**src/rtl/sha1s_pkg.sv**
```systemverilog
`timescale 1ns / 1ps

package sha1s_pkg;

	typedef logic [31:0] word_t;
	typedef word_t [4:0] chain_t;

	// initial chaining values, entry 0 is h0
	localparam chain_t SHA1_IV = {
		32'hc3d2e1f0, 32'h10325476, 32'h98badcfe, 32'hefcdab89, 32'h67452301
	};

	localparam word_t K_R0 = 32'h5a827999;
	localparam word_t K_R1 = 32'h6ed9eba1;
	localparam word_t K_R2 = 32'h8f1bbcdc;
	localparam word_t K_R3 = 32'hca62c1d6;

	localparam logic [6:0] ROUND_B1   = 7'd20;
	localparam logic [6:0] ROUND_B2   = 7'd40;
	localparam logic [6:0] ROUND_B3   = 7'd60;
	localparam logic [6:0] ROUND_LAST = 7'd79;

	localparam logic [7:0] PAD_MARK_BYTE = 8'h80;
	localparam logic [7:0] PAD_ZERO_BYTE = 8'h00;
	localparam logic [5:0] FILL_LAST     = 6'd63;
	localparam logic [5:0] FILL_LEN      = 6'd56;
	localparam logic [2:0] WORD_LAST     = 3'd4;

	typedef enum logic [2:0] {
		ST_IDLE,
		ST_PAD_MARK,
		ST_PAD_ZERO,
		ST_PAD_LEN,
		ST_ROUNDS,
		ST_ADD,
		ST_EMIT
	} state_t;

	// commands from the sequencer to the round datapath
	typedef struct packed {
		logic       shift_byte;
		logic [7:0] byte_val;
		logic       load_wv;
		logic       do_round;
		logic       add_chain;
		logic       init_chain;
	} cmd_t;

endpackage

```
**src/rtl/sha1_stream_hash.sv**
```systemverilog
`timescale 1ns / 1ps

// streaming sha-1 digest engine
// input channel (msg_valid/msg_ready): one request per message byte, with
// has_byte qualifying message_byte and end_of_message closing the message
// after this request's byte, if any
// output channel (digest_valid/digest_ready): five requests per message,
// digest_word with word_index 0 (most significant) to 4, last_word on the fifth
// bytes shift one per cycle into a 512-bit window while msg_ready is high;
// every 64th byte starts a block: 80 rounds on one shared round unit, then
// a fold into the chaining words, with msg_ready low through rounds and fold
// end of message: the 0x80 marker goes in at the fill position p, then zero
// bytes follow one per cycle up to position 56, one turn state, and the eight
// length bytes to the block end; when p >= 56 the zeros run to the block end,
// that block is hashed, and a further block of zeros and the length follows;
// then the rounds of the last block and the hand-over of the digest words
// a stalled receiver holds the engine in the hand-over until the fifth word is
// loaded into the output register; msg_ready comes back as it is loaded
// reset: chaining words to the initial values, byte count and fill cleared,
// output channel empty, engine idle and ready

module sha1_stream_hash import sha1s_pkg::*; (
	input  logic        clk,
	input  logic        arst_n,
	input  logic        msg_valid,
	output logic        msg_ready,
	input  logic [7:0]  message_byte,
	input  logic        has_byte,
	input  logic        end_of_message,
	output logic        digest_valid,
	input  logic        digest_ready,
	output logic [31:0] digest_word,
	output logic [2:0]  word_index,
	output logic        last_word
);

	state_t      state_q, state_d;
	state_t      ret_q, ret_d;      // where to go after the chaining add
	logic [5:0]  fill_q;            // byte position in the current block
	logic [60:0] count_q;           // message length in bytes, wraps
	logic [2:0]  idx_q;             // next digest word to hand over

	cmd_t        cmd;
	logic        last_round;
	chain_t      chain;

	logic        accept;
	logic        fill_inc;
	logic        count_inc;
	logic        clear_msg;
	logic        emit_go;
	logic        wrap;
	logic [63:0] len_bits;
	logic [2:0]  len_sel;
	logic [7:0]  len_byte;

	logic        digest_valid_q;
	logic [31:0] digest_word_q;
	logic [2:0]  word_index_q;
	logic        last_word_q;

	assign accept  = msg_valid && msg_ready;
	assign wrap    = (fill_q == FILL_LAST);
	assign emit_go = (state_q == ST_EMIT) && (!digest_valid_q || digest_ready);

	// length field, most significant byte first at fill 56
	assign len_bits = {count_q, 3'b000};
	assign len_sel  = 3'd7 - fill_q[2:0];
	assign len_byte = len_bits[{len_sel, 3'b000} +: 8];

	// next state
	always_comb begin
		state_d = state_q;
		ret_d   = ret_q;
		unique case (state_q)
			ST_IDLE: begin
				if (accept) begin
					if (has_byte && wrap) begin
						state_d = ST_ROUNDS;
						ret_d   = end_of_message ? ST_PAD_MARK : ST_IDLE;
					end else if (end_of_message) begin
						state_d = ST_PAD_MARK;
					end
				end
			end
			ST_PAD_MARK: begin
				if (wrap) begin
					state_d = ST_ROUNDS;
					ret_d   = ST_PAD_ZERO;
				end else begin
					state_d = ST_PAD_ZERO;
				end
			end
			ST_PAD_ZERO: begin
				if (fill_q == FILL_LEN) begin
					state_d = ST_PAD_LEN;
				end else if (wrap) begin
					state_d = ST_ROUNDS;
					ret_d   = ST_PAD_ZERO;
				end
			end
			ST_PAD_LEN: begin
				if (wrap) begin
					state_d = ST_ROUNDS;
					ret_d   = ST_EMIT;
				end
			end
			ST_ROUNDS: begin
				if (last_round) state_d = ST_ADD;
			end
			ST_ADD: begin
				state_d = ret_q;
			end
			ST_EMIT: begin
				if (emit_go && idx_q == WORD_LAST) state_d = ST_IDLE;
			end
			default: begin
				state_d = ST_IDLE;
			end
		endcase
	end

	// sequencer outputs
	always_comb begin
		cmd       = '0;
		msg_ready = 1'b0;
		fill_inc  = 1'b0;
		count_inc = 1'b0;
		clear_msg = 1'b0;
		unique case (state_q)
			ST_IDLE: begin
				msg_ready = 1'b1;
				if (accept && has_byte) begin
					cmd.shift_byte = 1'b1;
					cmd.byte_val   = message_byte;
					cmd.load_wv    = wrap;
					fill_inc       = 1'b1;
					count_inc      = 1'b1;
				end
			end
			ST_PAD_MARK: begin
				cmd.shift_byte = 1'b1;
				cmd.byte_val   = PAD_MARK_BYTE;
				cmd.load_wv    = wrap;
				fill_inc       = 1'b1;
			end
			ST_PAD_ZERO: begin
				if (fill_q != FILL_LEN) begin
					cmd.shift_byte = 1'b1;
					cmd.byte_val   = PAD_ZERO_BYTE;
					cmd.load_wv    = wrap;
					fill_inc       = 1'b1;
				end
			end
			ST_PAD_LEN: begin
				cmd.shift_byte = 1'b1;
				cmd.byte_val   = len_byte;
				cmd.load_wv    = wrap;
				fill_inc       = 1'b1;
			end
			ST_ROUNDS: begin
				cmd.do_round = 1'b1;
			end
			ST_ADD: begin
				cmd.add_chain = 1'b1;
			end
			ST_EMIT: begin
				if (emit_go && idx_q == WORD_LAST) begin
					cmd.init_chain = 1'b1;
					clear_msg      = 1'b1;
				end
			end
			default: begin
				cmd = '0;
			end
		endcase
	end

	always_ff @(posedge clk or negedge arst_n) begin
		if (!arst_n) begin
			state_q        <= ST_IDLE;
			ret_q          <= ST_IDLE;
			fill_q         <= '0;
			count_q        <= '0;
			idx_q          <= '0;
			digest_valid_q <= 1'b0;
		end else begin
			state_q <= state_d;
			ret_q   <= ret_d;
			if (clear_msg) begin
				fill_q  <= '0;
				count_q <= '0;
			end else begin
				if (fill_inc)  fill_q  <= fill_q + 6'd1;
				if (count_inc) count_q <= count_q + 61'd1;
			end
			if (emit_go) begin
				idx_q          <= (idx_q == WORD_LAST) ? 3'd0 : idx_q + 3'd1;
				digest_valid_q <= 1'b1;
			end else if (digest_ready) begin
				digest_valid_q <= 1'b0;
			end
		end
	end

	// output register, payload only
	always_ff @(posedge clk) begin
		if (emit_go) begin
			digest_word_q <= chain[idx_q];
			word_index_q  <= idx_q;
			last_word_q   <= (idx_q == WORD_LAST);
		end
	end

	sha1s_core u_core (
		.clk        (clk),
		.arst_n     (arst_n),
		.cmd        (cmd),
		.last_round (last_round),
		.chain      (chain)
	);

	assign digest_valid = digest_valid_q;
	assign digest_word  = digest_word_q;
	assign word_index   = word_index_q;
	assign last_word    = last_word_q;

	// a block only runs once its window is full
	a_rounds_full: assert property (@(posedge clk) disable iff (!arst_n)
		state_q == ST_ROUNDS |-> fill_q == 6'd0)
		else $error("rounds running on a partly filled block");

	// the chaining add follows the round loop only
	a_add_after_rounds: assert property (@(posedge clk) disable iff (!arst_n)
		state_q == ST_ADD |-> $past(state_q) == ST_ROUNDS)
		else $error("chaining add without rounds");

	// length bytes go into the last eight positions only
	a_len_place: assert property (@(posedge clk) disable iff (!arst_n)
		state_q == ST_PAD_LEN |-> fill_q >= FILL_LEN)
		else $error("length field outside the block tail");

	// digest words follow each other without a gap, in order
	a_word_order: assert property (@(posedge clk) disable iff (!arst_n)
		digest_valid && digest_ready && !last_word |=>
		digest_valid && word_index == $past(word_index) + 3'd1)
		else $error("digest word sequence broken");

endmodule

```
**src/rtl/sha1s_core.sv**
```systemverilog
`timescale 1ns / 1ps

module sha1s_core import sha1s_pkg::*; (
	input  logic   clk,
	input  logic   arst_n,
	input  cmd_t   cmd,
	output logic   last_round,
	output chain_t chain
);

	logic [511:0] win_q;      // block bytes, then rolling schedule window
	chain_t       wv_q;       // a..e, a at entry 0
	chain_t       chain_q;
	logic [6:0]   round_q;

	word_t w0, w2, w8, w13, w_new;
	word_t a, b, c, d, e, f, k, tmp;

	// word j of the window is W[t+j]
	assign w0  = win_q[511 -: 32];
	assign w2  = win_q[511 - 2 * 32 -: 32];
	assign w8  = win_q[511 - 8 * 32 -: 32];
	assign w13 = win_q[511 - 13 * 32 -: 32];

	always_comb begin
		w_new = w13 ^ w8 ^ w2 ^ w0;
		w_new = {w_new[30:0], w_new[31]};
	end

	assign a = wv_q[0];
	assign b = wv_q[1];
	assign c = wv_q[2];
	assign d = wv_q[3];
	assign e = wv_q[4];

	always_comb begin
		priority if (round_q < ROUND_B1) begin
			f = (b & c) ^ (~b & d);
			k = K_R0;
		end else if (round_q < ROUND_B2) begin
			f = b ^ c ^ d;
			k = K_R1;
		end else if (round_q < ROUND_B3) begin
			f = (b & c) ^ (b & d) ^ (c & d);
			k = K_R2;
		end else begin
			f = b ^ c ^ d;
			k = K_R3;
		end
		tmp = {a[26:0], a[31:27]} + f + e + k + w0;
	end

	always_ff @(posedge clk) begin
		if (cmd.shift_byte) begin
			win_q <= {win_q[503:0], cmd.byte_val};
		end else if (cmd.do_round) begin
			win_q <= {win_q[479:0], w_new};
		end
		if (cmd.load_wv) begin
			wv_q <= chain_q;
		end else if (cmd.do_round) begin
			wv_q <= {d, c, {b[1:0], b[31:2]}, a, tmp};
		end
	end

	always_ff @(posedge clk or negedge arst_n) begin
		if (!arst_n) begin
			chain_q <= SHA1_IV;
			round_q <= '0;
		end else begin
			if (cmd.init_chain) begin
				chain_q <= SHA1_IV;
			end else if (cmd.add_chain) begin
				for (int i = 0; i < 5; i++) begin
					chain_q[i] <= chain_q[i] + wv_q[i];
				end
			end
			if (cmd.load_wv) begin
				round_q <= '0;
			end else if (cmd.do_round) begin
				round_q <= (round_q == ROUND_LAST) ? 7'd0 : round_q + 7'd1;
			end
		end
	end

	assign last_round = (round_q == ROUND_LAST);
	assign chain      = chain_q;

endmodule
```
**config.mk**
```make
export PLATFORM = sky130hd
export DESIGN_NAME = sha1_stream_hash
export DESIGN_NICKNAME = d
export VERILOG_FILES = /design/src/rtl/sha1s_pkg.sv /design/src/rtl/sha1_stream_hash.sv /design/src/rtl/sha1s_core.sv
export SDC_FILE = /design/constraint.sdc
export NUM_CORES = 2
export LEC_CHECK = 0
export BUFFER_PORTS_ARGS = -buffer_cell sky130_fd_sc_hd__clkbuf_2
export CAP_MARGIN = 20
export CORE_MARGIN = 3
export CORE_UTILIZATION = 58
export CTS_CLUSTER_DIAMETER = 100
export DETAILED_ROUTE_END_ITERATION = 8
export PLACE_DENSITY = 0.77
export SYNTH_ARGS = -nofsm -noshare
export SYNTH_HDL_FRONTEND = slang
export SYNTH_SLANG_ARGS = --single-unit
```
**constraint.sdc**
```tcl
create_clock -name clk -period 15.2 [get_ports clk]
set_input_delay 1.52 -clock clk [delete_from_list [all_inputs] [get_ports clk]]
set_output_delay 1.52 -clock clk [all_outputs]
set_load 0.05 [all_outputs]
```
==> reports/qor.csv <==
metric,value,unit
Final ANT Viol Nets,0,
core region area,92500,um^2
CP Class,reg -> reg,
crit end category,flop,
Non-Filler Instances,6943,
GRT Util Overall,28.68,%
min cycle time layout,7.450,ns
clk_skew,0.02229,ns
CTS resizes,0,
distinct cell type count after synthesis,80,
arrival time worst endpoint,7.84,ns
worst-case vdd ir drop,0.0002326,V
Synth Cell Area,54550,um^2
height of the die,312.7,um
grt ovf,0,
setup violators final,0,
asr flop ratio synth,25.63,%
drt total wl,140.7,mm
most frequent cells in the layout,"2,068 x nand2_1, 708 x edfxtp_1, 296 x o21ai_0",
fmax,0.1342,GHz
root buf cell,clkbuf_16,
sequence of cells on the critical path,a41oi_1 -> inv_1 -> nor2_1 -> clkinv_1 -> nand2_1 -> buf_4 -> o221ai_1 -> fa_1 -> inv_1 -> fa_1 -> inv_1 -> fa_1 -> inv_1 -> ha_1 -> nand4_1 -> or2_2 -> nor2_1 -> a211oi_1 -> o31ai_1 -> a31oi_1 -> o21ai_0 -> xnor2_1 -> o21ai_0,
Clock Pin Slew Worst Setup and Hold Paths,0.06,ns
Yosys Warn Count,0,
FF+latch area,27470,um^2
Worst EP required,15.59,ns
RSZ-0062 raised after global routing,no,
setup repair bufs after CTS,0,
initial antenna violation count,0,
largest net degree at the start of global routing,259,
Synth area leader,edfxtp_1,
total vias in the final route,41260,
layout cells sized above 1,7.579,%
Static Leak,26.09,nW
Pins Over Slew Limit,0,
"EDFF count, synth",708,
Max-slew headroom,15.87,%
I/O pin count,52,
Chip Width,312.7,um
Skew-Pair Late Insertion Delay,0.70,ns
period utilisation layout,49.01,%
setup_tns,0,ns
first-pass GRT wire length,222.8,mm
"commonest non-fill, non-tap cell in the layout",nand2_1,
Mapped Cells,5671,
WL per Instance,20.27,um
fin util,64.20,%
DRT iter0 DRCs,4486,
row cnt,111,
# hold bufs at CTS,0,
ys flop type,edfxtp_1,
placed insts,6757,
CTS Buf Count,101,
post-synthesis sequential area ratio,50.35,%
Starting Density,58.97,%
reg2reg start,u_core.round_q[4],
Min-Delay Path Class,reg -> reg,
Fin. Hold Viols,0,
FILL cells,7467,
Yosys top cell area share,38.98,%
Layout Nets,5956,
Pwr Density,221.0,nW/um^2
met3 capacity usage during global routing,4.714,%
routability congestion estimate,0.9153,
vias in the first global route,39720,
vias per std cell,5.942,
H-Tree Depth,3,
area delta synth->final,8.866,%
CP Max Fanout,24,
slew at the pin closest to its max-slew limit,1.262,ns
mean post-synth cell area,9.618,um^2
Final HPWL DP,95.20,mm
Synth area leaders,"edfxtp_1 39%, nand2_1 14%, dfrtp_1 7.5%, fa_1 4.6%, ha_1 4.5%",
TritonRoute pass-1 iters,6,
Critical Path Most Common Cell,inv_1,
die area,97760,um^2
met1 GRT Util,40.01,%
Clock Sinks,952,
drt drc,0,
area of the multi-input gates,25330,um^2
crit start category,flop,
most used routing layer,met2,
#FFs+latches synth,952,
CTS tree,yes,
Max-Cap Viols,0,
Critical Path Source,u_core.round_q[4],
Clock Tree Buf Depth,3,
routing usage on met2,45.16,%
Tot Pwr,13.12,mW
Hold WS,0.4860,ns
IO buf count,51,
Syn Nets,6007,
"Largest stage delay, worst path",0.69,ns
# diodes,0,
Hold Crit Start,ret_q[1],
"Max stage delay cell, worst path",a41oi_1,
status,completed,
[per-stage QoR]
step	cell area [um^2]	setup slack [ns]
after floorplan	54550	0.3514
after global placement	55870	8.042
after detailed placement	55870	7.768
after CTS	59320	7.761
after global routing	59380	7.270
final	59380	7.750
[sequential cells by signal, summed over array words and instances, names as in the netlist]
name / flops
u_core.win_q: 512
u_core.chain: 160
digest_valid: 1
u_core.c: 32
idx_q: 3
count_q: 61
ret_q: 3
fill_q: 6
last_word: 1
state_q: 3
u_core.round_q: 7
u_core.e: 32
digest_word: 32
u_core.d: 32
word_index: 3
u_core.a: 32
u_core.b: 32
[final cells by class]
| type | instances | area share (%) |
|---|---|---|
| Multi-Input combinational cell | 4233 | 42.65 |
| Timing Repair Buffer | 92 | 1.159 |
| Clock inverter | 58 | 1.237 |
| Inverter | 240 | 1.517 |
| Clock buffer | 125 | 4.564 |
| Sequential cell | 952 | 46.26 |
| Tap cell | 1243 | 2.619 |
[path summary, 6_finish.rpt]
kind                                endpoint  slack (ns)  cells past startpoint
max                             u_core.a[30]        7.75                     23
min                                 ret_q[1]        0.49                      2
max reg2reg                     u_core.a[30]        7.75                     23
min reg2reg                         ret_q[1]        0.49                      2
max in group asynchronous        count_q[43]       12.98                      2
min in group asynchronous  u_core.chain[118]        0.85                      1
[kinds of logic (layout without fill, tap and decap cells)]
family	Yosys count	count (layout)	synth area share (%)
flip-flops	952	952	50.35
adder cells (fa/ha/maj)	322	322	9.093
AO/OA/AOI/OAI	873	873	9.822
buffers and inverters	486	515	3.372
multiplexers	96	96	2.798
AND/OR/NAND/NOR	2642	2642	19.74
XOR/XNOR	300	300	4.817
[Yosys cell counts (34+ instances only)]
master    number
nor3_1        58
o21ai_0      296
nand3_1       86
mux4_2        45
xnor2_1      184
fa_1         124
dfstp_2       80
nor2_1       204
clkbuf_1     227
a21oi_1      248
dfrtp_1      164
xor2_1       116
nand2_1     2073
mux2i_1       49
ha_1         198
inv_1        239
or3_1         37
a21o_1        87
edfxtp_1     708
and3_1        34
[report_power, final]
| part | switching, mW | internal [mW] | total, mW |
|---|---|---|---|
| Sequential | 0.583 | 4.17 | 4.75 |
| Clock | 1.07 | 1.52 | 2.59 |
| Combinational | 3.46 | 2.31 | 5.78 |
| Total | 5.12 | 8.00 | 13.1 |
[worst max-delay path: cells and delay by family (launching register included)]
kind | cells | cell delay (ns)
AOI/OAI and AO/OA | 7 | 2.11
xor gates and xnor gates | 1 | 0.14
adders and majority gates | 4 | 2.00
buffers and inverters | 6 | 1.05
DFF | 1 | 0.48
and+or+nand+nor | 5 | 1.33
[routing by layer]
metal	vias up	part of all wire [%]	routed length [um]
li1	19230	-	-
met1	20060	42	58540
met2	1633	46	65130
met3	334	7.6	10680
met4	0	4.5	6372
met5	-	0	0
Power figures use the tool's default switching activity.
